--- config.mk ---
export PLATFORM = sky130hd
export DESIGN_NAME = top_k_score_selector_top
export DESIGN_NICKNAME = d
export VERILOG_FILES = /design/src/sv/tks_pkg.sv /design/src/sv/top_k_score_selector_top.sv
export VERILOG_INCLUDE_DIRS = /design/src /design/src/sv
export SDC_FILE = /design/constraint.sdc
export NUM_CORES = 1
export LEC_CHECK = 0
export CAP_MARGIN = 25
export CORE_ASPECT_RATIO = 1.5
export CORE_MARGIN = 2
export CORE_UTILIZATION = 59
export CTS_CLUSTER_DIAMETER = 40
export DETAILED_ROUTE_END_ITERATION = 8
export DONT_BUFFER_PORTS = 1
export PLACE_DENSITY = 0.83
export SLEW_MARGIN = 15
export SYNTH_ARGS = -nofsm -noshare
export SYNTH_HDL_FRONTEND = slang
export SYNTH_SLANG_ARGS = --single-unit
--- constraint.sdc ---
create_clock -name clk -period 8.9 [get_ports clk]
set_input_delay 1.78 -clock clk [delete_from_list [all_inputs] [get_ports clk]]
set_output_delay 1.78 -clock clk [all_outputs]
set_load 0.05 [all_outputs]
--- src/sv/assert_macros.svh ---
// Assertion macros for the RTL of the top-k score selector.
`ifndef ASSERT_MACROS_SVH
`define ASSERT_MACROS_SVH

`ifndef SYNTH

// Checks that a condition holds at every clock edge outside reset.
`define ASSERT_ALWAYS(label, clk, rst_n, cond, msg) \
    label: assert property (@(posedge clk) disable iff (!rst_n) (cond)) \
        else $error(msg);

// Checks that a consequent holds in the same cycle as its antecedent.
`define ASSERT_IMPLIES(label, clk, rst_n, pre, post, msg) \
    label: assert property (@(posedge clk) disable iff (!rst_n) (pre) |-> (post)) \
        else $error(msg);

`else

`define ASSERT_ALWAYS(label, clk, rst_n, cond, msg)
`define ASSERT_IMPLIES(label, clk, rst_n, pre, post, msg)

`endif

`endif

--- src/sv/tks_pkg.sv ---
// Package with the fixed widths and codes of the top-k score selector.
`timescale 1ns / 1ps

package tks_pkg;

    localparam int SCORE_W = 16;
    localparam int KEEP_W  = 5;

    localparam logic [KEEP_W-1:0] KEEP_RESET = 5'd16;

    typedef enum logic
    {
        OP_INSERT = 1'b0,
        OP_DRAIN  = 1'b1
    } opcode_t;

endpackage

--- src/sv/top_k_score_selector_top.sv ---
// Top level of the top-k score selector: sorted register store with streaming I/O.
`timescale 1ns / 1ps
//
// The block keeps the keep_count best-scoring candidates it has seen, held in a
// register store sorted best first. Items arrive on the slave stream: tuser
// carries the opcode (insert or drain) and tdata carries a signed Q1.15 score
// and a tag. An insert is taken in every cycle without a drain in progress and
// produces no result: it is compared in parallel against every held entry and
// shifted into place in the same cycle, evicting the last (worst, most recently
// kept) entry when full. A drain transfer stops further input and emits the held
// entries on the master stream, best first, one per cycle while the receiver
// accepts, with tlast on the final one; the store is cleared as it empties. A
// drain of an empty store emits one result with tuser set, tlast set and zero
// data. The drain transfer first sets the drain state, and each result then
// passes through the single output register. s_tready stays low until the last
// result is loaded. Inserts sustain one transfer per cycle outside a drain,
// also while the last drain result still waits in the output register.
// When the receiver stalls, the output register holds its result and the
// store stops shifting until the transfer completes.
// Reset clears the held count, the drain state and the output valid, and sets
// keep_count to 16; the stored scores and tags are not reset.
//
`include "assert_macros.svh"

module top_k_score_selector_top
    import tks_pkg::*;
#(
    parameter int MAX_KEEP = 16,
    parameter int TAG_BITS = 16
)
(
    input  logic                                   clk,
    input  logic                                   rst_n,
    // Configuration write of keep_count.
    input  logic                                   keep_count_we,
    input  logic [KEEP_W-1:0]                      keep_count_wdata,
    // Input stream. tdata fields from bit 0 up: score, tag, zero padding.
    input  logic                                   s_tvalid,
    output logic                                   s_tready,
    input  logic [((SCORE_W+TAG_BITS+7)/8)*8-1:0]  s_tdata,
    // tuser fields from bit 0 up: opcode.
    input  logic [0:0]                             s_tuser,
    // Result stream. tdata fields from bit 0 up: out_score, out_tag, zero padding.
    output logic                                   m_tvalid,
    input  logic                                   m_tready,
    output logic [((SCORE_W+TAG_BITS+7)/8)*8-1:0]  m_tdata,
    output logic                                   m_tlast,
    // tuser fields from bit 0 up: empty_res.
    output logic [0:0]                             m_tuser
);

    localparam int DATA_W = ((SCORE_W + TAG_BITS + 7) / 8) * 8;
    localparam int CW     = $clog2(MAX_KEEP + 1);
    localparam int EW     = (CW > KEEP_W) ? CW : KEEP_W;

    // Store and control registers.
    logic signed [SCORE_W-1:0]  score_reg [MAX_KEEP];
    logic signed [SCORE_W-1:0]  score_next [MAX_KEEP];
    logic [TAG_BITS-1:0]        tag_reg [MAX_KEEP];
    logic [TAG_BITS-1:0]        tag_next [MAX_KEEP];
    logic [CW-1:0]              count_reg, count_next;
    logic [KEEP_W-1:0]          keep_reg;
    logic                       draining_reg, draining_next;

    // Output register.
    logic                       out_valid_reg, out_valid_next;
    logic signed [SCORE_W-1:0]  out_score_reg, out_score_next;
    logic [TAG_BITS-1:0]        out_tag_reg, out_tag_next;
    logic                       out_last_reg, out_last_next;
    logic                       out_empty_reg, out_empty_next;

    logic signed [SCORE_W-1:0]  in_score;
    logic [TAG_BITS-1:0]        in_tag;
    opcode_t                    in_op;
    logic                       in_xfer;

    logic [EW-1:0]              keep_wide;
    logic [EW-1:0]              keep_eff;
    logic                       not_full;
    logic [MAX_KEEP-1:0]        ge;
    logic [MAX_KEEP-1:0]        below_count;
    logic                       beats_one;
    logic [CW-1:0]              insert_m;
    logic                       do_insert;
    logic                       drain_step;
    logic                       sorted_ok;

    assign in_score = s_tdata[SCORE_W-1:0];
    assign in_tag   = s_tdata[SCORE_W +: TAG_BITS];
    assign in_op    = opcode_t'(s_tuser[0]);

    // Input is held off while a drain walks the store out.
    assign s_tready = !draining_reg;
    assign in_xfer  = s_tvalid && s_tready;

    // A keep count of zero acts as one, and one above the depth as the depth.
    always_comb
    begin
        keep_wide = EW'(keep_reg);
        if (keep_wide == '0)
        begin
            keep_eff = EW'(1);
        end
        else if (keep_wide > EW'(MAX_KEEP))
        begin
            keep_eff = EW'(MAX_KEEP);
        end
        else
        begin
            keep_eff = keep_wide;
        end
    end

    assign not_full = EW'(count_reg) < keep_eff;

    // Parallel compare against the held entries. Because the store is sorted,
    // ge is a run of ones from bit 0 and its length is the insertion point.
    always_comb
    begin
        for (int i = 0; i < MAX_KEEP; i++)
        begin
            below_count[i] = CW'(i) < count_reg;
            ge[i]          = below_count[i] && (score_reg[i] >= in_score);
        end
    end

    // When full, the new score must strictly beat the last held entry.
    assign beats_one = |(below_count & ~ge);
    assign insert_m  = not_full ? count_reg : count_reg - CW'(1);
    assign do_insert = in_xfer && (in_op == OP_INSERT) && (not_full || beats_one);

    assign drain_step = draining_reg && (!out_valid_reg || m_tready);

    // Store update: shift-insert on an insert, shift toward the head on a drain.
    always_comb
    begin
        for (int i = 0; i < MAX_KEEP; i++)
        begin
            score_next[i] = score_reg[i];
            tag_next[i]   = tag_reg[i];
            if (do_insert)
            begin
                if (!ge[i])
                begin
                    if (i == 0)
                    begin
                        score_next[i] = in_score;
                        tag_next[i]   = in_tag;
                    end
                    else if (ge[i-1])
                    begin
                        score_next[i] = in_score;
                        tag_next[i]   = in_tag;
                    end
                    else if (CW'(i) <= insert_m)
                    begin
                        score_next[i] = score_reg[i-1];
                        tag_next[i]   = tag_reg[i-1];
                    end
                end
            end
            else if (drain_step && (i < MAX_KEEP - 1))
            begin
                score_next[i] = score_reg[i+1];
                tag_next[i]   = tag_reg[i+1];
            end
        end
    end

    // Held count, drain state and output register.
    always_comb
    begin
        count_next     = count_reg;
        draining_next  = draining_reg;
        out_valid_next = out_valid_reg;
        out_score_next = out_score_reg;
        out_tag_next   = out_tag_reg;
        out_last_next  = out_last_reg;
        out_empty_next = out_empty_reg;

        if (out_valid_reg && m_tready)
        begin
            out_valid_next = 1'b0;
        end

        if (do_insert && not_full)
        begin
            count_next = count_reg + CW'(1);
        end

        if (in_xfer && (in_op == OP_DRAIN))
        begin
            draining_next = 1'b1;
        end

        if (drain_step)
        begin
            out_valid_next = 1'b1;
            if (count_reg == '0)
            begin
                out_score_next = '0;
                out_tag_next   = '0;
                out_last_next  = 1'b1;
                out_empty_next = 1'b1;
                draining_next  = 1'b0;
            end
            else
            begin
                out_score_next = score_reg[0];
                out_tag_next   = tag_reg[0];
                out_last_next  = (count_reg == CW'(1));
                out_empty_next = 1'b0;
                count_next     = count_reg - CW'(1);
                if (count_reg == CW'(1))
                begin
                    draining_next = 1'b0;
                end
            end
        end
    end

    always_ff @(posedge clk or negedge rst_n)
    begin
        if (!rst_n)
        begin
            count_reg     <= '0;
            keep_reg      <= KEEP_RESET;
            draining_reg  <= 1'b0;
            out_valid_reg <= 1'b0;
        end
        else
        begin
            count_reg     <= count_next;
            draining_reg  <= draining_next;
            out_valid_reg <= out_valid_next;
            if (keep_count_we)
            begin
                keep_reg <= keep_count_wdata;
            end
        end
    end

    // Payload registers carry no reset.
    always_ff @(posedge clk)
    begin
        for (int i = 0; i < MAX_KEEP; i++)
        begin
            score_reg[i] <= score_next[i];
            tag_reg[i]   <= tag_next[i];
        end
        out_score_reg <= out_score_next;
        out_tag_reg   <= out_tag_next;
        out_last_reg  <= out_last_next;
        out_empty_reg <= out_empty_next;
    end

    assign m_tvalid   = out_valid_reg;
    assign m_tdata    = DATA_W'({out_tag_reg, out_score_reg});
    assign m_tlast    = out_last_reg;
    assign m_tuser[0] = out_empty_reg;

    // Held entries stay in descending score order.
    always_comb
    begin
        sorted_ok = 1'b1;
        for (int i = 0; i < MAX_KEEP - 1; i++)
        begin
            if ((CW'(i + 1) < count_reg) && (score_reg[i] < score_reg[i+1]))
            begin
                sorted_ok = 1'b0;
            end
        end
    end

    `ASSERT_ALWAYS(a_count_in_range, clk, rst_n, count_reg <= CW'(MAX_KEEP),
        "held count exceeds store depth")
    `ASSERT_ALWAYS(a_store_sorted, clk, rst_n, sorted_ok,
        "store is not sorted best first")
    `ASSERT_IMPLIES(a_more_pending, clk, rst_n, m_tvalid && !m_tlast, draining_reg,
        "drain result without last while drain is finished")
    `ASSERT_IMPLIES(a_empty_is_last, clk, rst_n, m_tvalid && m_tuser[0],
        m_tlast && (m_tdata == '0), "empty drain result is not last or not zero")

endmodule

After elaboration in Yosys (flattened, before gate mapping) --
Memories as Yosys holds them, arrays and structs flattened. Index checks and enable logic that the tools add are counted.
Storage, ports and cells: bits of input ports 43, output and inout bits 36, memories 2, RAM bits 512, register bits after elaboration 46, logic and storage cells 263
Operators by class: bitwise logic cells 3, $lt $le $gt $ge 49, add/subtract/negate cells 2, equality and inequality tests 1, multiplexer cells 167, reductions and logical operators 31
Memories:
- score_reg | words 16, width 16, read ports 16, clocked after Yosys merged registers in 0, wr ports 16, RTL line top_k_score_selector_top.sv:57 | logic signed [SCORE_W-1:0] score_reg [MAX_KEEP];
- tag_reg | words 16, width 16, read ports 16, clocked after Yosys merged registers in 0, wr ports 16, RTL line top_k_score_selector_top.sv:59 | logic [TAG_BITS-1:0] tag_reg [MAX_KEEP];
Operators with widths (count):
- 16-bit two-way mux | 154
- 16-bit >= comparator | 16
- 4-bit by 5-bit less-or-equal comparator with 1-bit output (first input constant) | 8
- 4-bit by 5-bit < comparator with 1-bit output (first input constant) | 8
- 5-bit two-way mux | 6
- 1-bit logical AND | 23
- 3-bit by 5-bit less-or-equal comparator with 1-bit output (first input constant) | 4
- 3-bit by 5-bit < comparator with 1-bit output (first input constant) | 4
- 16-bit AND | 1
- 16-bit inverter | 1
- 16-bit OR reduction | 1
- 2-bit by 5-bit less-or-equal comparator with 1-bit output (first input constant) | 2
- 5-bit zero test | 2
- 1-bit by 5-bit < comparator with 1-bit output (first input constant) | 2
- 2-bit by 5-bit < comparator with 1-bit output (first input constant) | 2
- 1-bit two-way mux | 7
- 5-bit by 1-bit adder with 5-bit output (second input constant) | 1
- 5-bit by 1-bit equality test with 1-bit output (second input constant) | 1
- 5-bit > comparator (second input constant) | 1
- 1-bit by 5-bit less-or-equal comparator with 1-bit output (first input constant) | 1
- 5-bit < comparator | 1
- 5-bit by 1-bit subtractor with 5-bit output (second input constant) | 1
- 1-bit zero test | 2
- 1-bit logical OR | 2
- other kinds (2) | 2

Longest topological paths before layout --
Gate-level depths: netlist (run 1).
word-level depth 11, gate-level depth with buffers 14

Worst setup path before layout (run 1) --
Ideal clock, no wire load.
path type input-to-reg, start point in s_tdata[15], end point mem score_reg[3][0], in the netlist score_reg[0][48] (enable), stages on the path 11, path buffers 1, data arrival time 9.522 ns, data required time 8.305 ns, slack -1.217 ns, cell sequence inv_1 > ha_1 > nand4_1 > or4_1 > or2_2 > and3_1 > nor3_1 > clkbuf_1 > nand4b_1 > a21oi_1 > a2111oi_0
RTL lines:
- from (decl) | RTL line top_k_score_selector_top.sv:40 | input logic [((SCORE_W+TAG_BITS+7)/8)*8-1:0] s_tdata,
- to (decl) | RTL line top_k_score_selector_top.sv:57

==> reports/results.ini, run 1 <==
[global_route]
overflow=0
grt_pass1_wl_um=157000
top_usage_layer=met2
antenna_found_initial=3
grtUsageMet2=0.586
use_met3=0.0643
grt_max_degree=116
use_met1=0.362
grtUsageTotal=0.339
first_global_vias=25500

[clock_tree]
cts_setup_buffers=0
cts_tree=yes
cts_max_level=3
insertion_delay_ns=0.65
cts_root_buf=clkbuf_16
cts_buffers=78
clk_pin_slew_worst_paths_ns=0.05
holdBufCountCts=0
clockBufferDepth=3
cts_sinks=558
cts_resized=0

[place]
post-dp-hpwl_um=71300
placed_cell_area_mm2=0.0364
port_buffers=0
dp_slack_ns=1.53
globalplace.congestion=0.993
post-place-cells=3375

[detailed_routing]
drtIter0Drc=1950
ant_nets=0
wl_um=105000
drt_pass1_iterations=6
drc=0
wl_per_cell_um=30.0
vias=23800
via_per_inst=6.76

[floorplan]
die_x_um=204
die_h_um=305
dieArea_mm2=0.0623
core_area_mm2=0.0599
rows=110
start_util=0.594
pin_count=79

[logic_synthesis]
ys_ff_latch=558
synth_flop_cell=edfxtp_1
synthesis.nets=2996
synth_edf_count=546
seq_area_frac_synth=0.470
synth_top_area_frac=0.461
synth.distinct_cells=77
syn_area_per_cell_um2=13.2
synth_area_leaders=edfxtp_1 (46%), mux2_2 (27%), ha_1 (9.3%), a21oi_1 (1.6%), o21ai_0 (1.5%)
ys_warn_count=0
yosysTopAreaCell=edfxtp_1
synth_area_mm2=0.0356
netlist_instances=2690
async_flop_share=0.0215

[setup_path]
critical_path_required_ns=9.17
regToRegEndpoint=score_reg[1][29]
crit_fanout=32
reg2reg_depth=10
crit_start=s_tdata[15]
worst_ep_arrival_time_ns=7.38
r2r_slack_ns=2.97
worstSetupPathType=in2reg
rr_startpoint=score_reg[0][15]
endpoint_kind=register
endpoint=score_reg[1][29]
critPathLaunchType=input pin

[power_and_ir_drop]
p_per_area_mw_per_mm2=418
p_leak_nw=14.2
peakVddDrop_v=0.000248
p_total_mw=16.3

[finish]
drive_gt1_frac=0.408
layout_common_cells=mux2_2 (851), edfxtp_1 (546), ha_1 (263)
fin_area_mm2=0.0391
fillers=4244
finish.net_count=2977
final_common_cell=mux2_2
area_delta_synth_final_pct=9.87
stdcell_count=3520
antenna_cells=0

[sta]
worst_slack_ns=1.79
finalCritPeriodShare=0.798
rsz0062_at_grt=no
fin_setup_tns_ns=0
slew_viol_final=0
hold_viol_final=0
fin_skew_ns=0.0259
setup_viol=0
tightest_slew_ns=1.07
maxSlewHeadroom=0.281
fin_crit_ns=7.11
max_freq_mhz=141

[worst_hold_path]
min_path_type=reg2reg

[outcome]
outcome=complete, no violations

[job]
drv_cap=0

## worst max-delay path, stage by stage
cell and delay, ns:
inv_1 0.53, ha_1 0.61, nand4_1 0.26, a2111oi_0 0.56
nand3b_1 0.67, o221ai_1 0.26, or4_4 0.47, nor4_2 0.94
a21oi_4 0.43, a32oi_4 0.29, buf_4 0.55
## synth_stat cells, types with 5 or more instances
master	count
edfxtp_1	546
mux2_2	851
mux2i_1	28
o21ai_0	104
inv_1	52
nor2b_1	54
a211o_1	6
xnor2_1	7
clkdlybuf4s50_2	10
mux2_4	25
ha_1	263
a21oi_1	114
or2_2	6
a21o_1	20
nand4_1	51
a2111oi_0	12
nor4_1	13
and3_1	5
o21a_1	7
clkdlybuf4s15_1	7
nand3_1	25
nand2_1	125
o21bai_1	5
buf_1	5
nor2_1	55
a211oi_1	16
clkbuf_1	86
a31oi_1	8
buf_2	42
dfrtp_1	11
nand2b_1	11
nor3_1	16
o211ai_1	19
## power breakdown
| part | switching (mW) | internal, mW | leakage, nW |
|---|---|---|---|
| sequential | 1.23 | 4.77 | 5.40 |
| combinational | 3.90 | 3.28 | 7.60 |
| clock | 1.29 | 1.87 | 1.25 |
## per-stage QoR
step                      utilization  hold slack (ns)
after detailed placement        0.609            0.523
final                           0.652            0.542
after global routing            0.652            0.561
after CTS                       0.652            0.544
after floorplan                     -            0.477
after global placement          0.608            0.519
## logic make-up (layout without fill, tap and decap cells)
family | count (synthesis) | in the layout | share of synthesized area
xor gates and xnor gates | 11 | 11 | 0.00271
AOI/OAI and AO/OA | 354 | 354 | 0.0618
buffers and inverters | 211 | 257 | 0.0296
DFF | 558 | 558 | 0.470
and+or+nand+nor | 389 | 389 | 0.0558
muxes | 904 | 904 | 0.288
adders and majority gates | 263 | 263 | 0.0926
## cell type report
cell class / count / area, um^2 / share of cell area
Clock buffer: 93 / 2060 / 0.0528
Sequential cell: 558 / 16700 / 0.427
Tap cell: 784 / 981 / 0.0251
Multi-Input combinational cell: 1921 / 18100 / 0.463
Inverter: 52 / 195 / 0.00500
Timing Repair Buffer: 60 / 485 / 0.0124
Clock inverter: 52 / 556 / 0.0142
## metal layers
layer | up-vias | wire [um]
li1 | 10400 | -
met1 | 12000 | 36800
met2 | 989 | 53400
met3 | 371 | 6430
met4 | 0 | 8790
met5 | - | 0
## worst min path at each step
stage                     end  cells past startpoint             from
6_report          keep_reg[0]                      1      keep_reg[0]
5_1_grt        tag_reg[1][96]                      1  tag_reg[1][112]
4_1_cts           keep_reg[0]                      1      keep_reg[0]
3_5_place_dp      keep_reg[0]                      1      keep_reg[0]
3_3_place_gp      keep_reg[0]                      1      keep_reg[0]
2_1_floorplan     keep_reg[0]                      1      keep_reg[0]
No activity file was read; power rests on OpenSTA's default activity.
==> run 2: changes to the inputs <==
--- a/config.mk
+++ b/config.mk
@@ -6,6 +6,7 @@
 export SDC_FILE = /design/constraint.sdc
 export NUM_CORES = 1
 export LEC_CHECK = 0
+export ABC_AREA = 1
 export CAP_MARGIN = 25
 export CORE_ASPECT_RATIO = 1.5
 export CORE_MARGIN = 2
==> constraint.sdc (replaced) <==
create_clock -name clk -period 5.8 [get_ports clk]
set_input_delay 1.16 -clock clk [delete_from_list [all_inputs] [get_ports clk]]
set_output_delay 1.16 -clock clk [all_outputs]
set_load 0.05 [all_outputs]
==> reports/results.ini, run 2 <==
[detailed_routing]
drc=0
wl_um=91400
wl_met1_um=35100
drtIter0Drc=3261
wl_met3_um=6030
via_per_inst=5.79
wl_met2_um=44600
wl_per_cell_um=17.6
topRoutingLayerUsed=met4
ant_nets=0
vias=30000
drt_pass1_iterations=6

[logic_synthesis]
ys_warn_count=0
synth_area_leaders=edfxtp_1 (46%), nand2_1 (23%), ha_1 (9.3%), o21ai_0 (8.2%), inv_1 (2.5%)
synth_area_mm2=0.0353
synth.distinct_cells=36
ys_ff_latch=558
synth.most_common_cell=nand2_1
synth_common_cells=nand2_1 (2,175), o21ai_0 (576), edfxtp_1 (546)
synth_top_area_frac=0.465
async_flop_share=0.0215
netlist_instances=4474
synth_edf_count=546
synthesis.nets=4780
synth_flop_cell=edfxtp_1
syn_area_per_cell_um2=7.89
seq_area_frac_synth=0.473
yosysTopAreaCell=edfxtp_1

[floorplan]
core_area_mm2=0.0591
dieArea_mm2=0.0618
rows=109
die_x_um=204
start_util=0.598
pin_count=79
die_h_um=304

[setup_path]
path_buf_inv=5
endpoint_kind=register
worstSetupPathType=in2reg
worst_ep_arrival_time_ns=5.03
cpMostUsedCell=nand2_1
path_cells=inv_1, buf_4, ha_1, nand2_1, inv_1, o21ai_0, a21oi_1, nor2_1, nand2_1, nand2_1, nand4_1, nand3_1, nor2_1, nand2_1, nand2_8, inv_8, buf_12, o21ai_0
reg2reg_depth=17
crit_fanout=129
slowest_delay_ns=0.51
critPathLaunchType=input pin
rr_startpoint=score_reg[1][79]
regToRegEndpoint=score_reg[1][64]
crit_family=buffers and inverters
r2r_slack_ns=1.82
slowest_stage=inv_1
critical_path_required_ns=6.17

[clock_tree]
cts_setup_buffers=0
holdBufCountCts=0
clockBufferDepth=3
cts_resized=0
cts_max_level=2
clk_pin_slew_worst_paths_ns=0.06
cts_sinks=558
insertion_delay_ns=0.65
cts_tree=yes
cts_buffers=58
cts_root_buf=clkbuf_16

[power_and_ir_drop]
peakVddDrop_v=0.000356
p_leak_nw=17.7
internal_power_mw=12.6
p_per_area_mw_per_mm2=600
pwr-share-seq=0.397
p_comb_frac=0.434
p_sw_frac=0.445
power.switching_mw=10.1
p_clk_frac=0.169

[sta]
slew_viol_final=0
fin_crit_ns=4.66
max_freq_mhz=215
hold_ws_ns=0.218
setup_viol=0
fin_skew_ns=0.0314
maxSlewHeadroom=0.338
finalCritPeriodShare=0.804
tightest_slew_ns=0.993
rsz0062_at_grt=no
hold_viol_final=0
fin_setup_tns_ns=0

[place]
post-dp-hpwl_um=62700
port_buffers=0
placed_cell_area_mm2=0.0358
globalplace.congestion=1.01

[global_route]
grt_max_degree=163
grt_pass1_wl_um=145000
antenna_found_initial=5
overflow=0
first_global_vias=28300
grtUsageTotal=0.291

[finish]
final_common_cell=nand2_1
fillers=4722
drive_gt1_frac=0.0438
multiInputGateArea_mm2=0.0165
layout_common_cells=nand2_1 (2,160), o21ai_0 (576), edfxtp_1 (546)
area_delta_synth_final_pct=6.96
fin_area_mm2=0.0377
finish.net_count=4662
regArea_mm2=0.0167

[worst_hold_path]
min_path_type=in2async

[job]
drv_cap=0

[outcome]
outcome=complete, no violations

[run 2: how the worst max path moves through the flow]
stage | depth (start not counted) | end | from
2_1_floorplan | 20 | score_reg[1][112] | s_tdata[15]
3_3_place_gp | 19 | tag_reg[0][6] | s_tdata[9]
3_5_place_dp | 18 | score_reg[1][64] | s_tdata[9]
4_1_cts | 18 | score_reg[1][64] | s_tdata[13]
5_1_grt | 18 | score_reg[1][32] | s_tdata[9]
6_report | 18 | score_reg[1][64] | s_tdata[9]
[run 2: power groups by stage]
stage / Sequential [mW] / Clock, mW / Combinational, mW
CTS: 8.94 / 3.84 / 9.64
global placement: 8.91 / 0 / 9.19
floorplan: 8.51 / 0 / 7.27
detailed placement: 9.00 / 0 / 9.47
global route: 9.18 / 3.99 / 11.2
finish: 8.99 / 3.83 / 9.83
[run 2: final cells by class]
type,instances,share of cell area
inverters,241,0.0242
diodes,5,0.000332
well taps,777,0.0258
clock buffers,75,0.0412
flip-flops and latches,558,0.442
multi-input cells,3418,0.436
clock inverters,33,0.00991
repair buffers,79,0.0198
[run 2: worst reg2reg max path, stage by stage, from the launching register on]
cell and delay, ns:
edfxtp_1 0.43, ha_1 0.42, nand2_1 0.11, nor2_1 0.35, nand2_1 0.10, nor2_1 0.14
nand2_1 0.10, nand4_1 0.14, nand4_1 0.21, nand2_1 0.12, nor2_1 0.07, nand2_1 0.06
nor2_1 0.04, nand2_1 0.17, nand2_8 0.12, inv_8 0.34, buf_12 0.52, o21ai_0 0.26
[run 2: cell families after synthesis]
logic type,count (synthesis),synth area share
and+or+nand+nor,2436,0.267
AOI/OAI and AO/OA,714,0.103
DFF,558,0.473
buffers and inverters,498,0.0619
adders and majority gates,263,0.0933
xor gates and xnor gates,4,0.000993
muxes,1,0.000319
[run 2: stage by stage]
stage | power (mW) | instances | setup WS (ns) | util
after floorplan | 15.8 | 4474 | 0.633 | -
after global routing | 24.4 | 5186 | 1.00 | 0.639
after global placement | 18.1 | 5071 | 0.809 | 0.605
after detailed placement | 18.5 | 5073 | 0.768 | 0.606
final | 22.6 | 5186 | 1.14 | 0.639
after CTS | 22.4 | 5181 | 1.37 | 0.639
[run 2: layer usage]
layer / vias to the layer above / GRT usage
met5: - / 0
met3: 299 / 0.0454
met1: 13800 / 0.345
met4: 0 / 0.188
met2: 1359 / 0.492
li1: 14600 / -
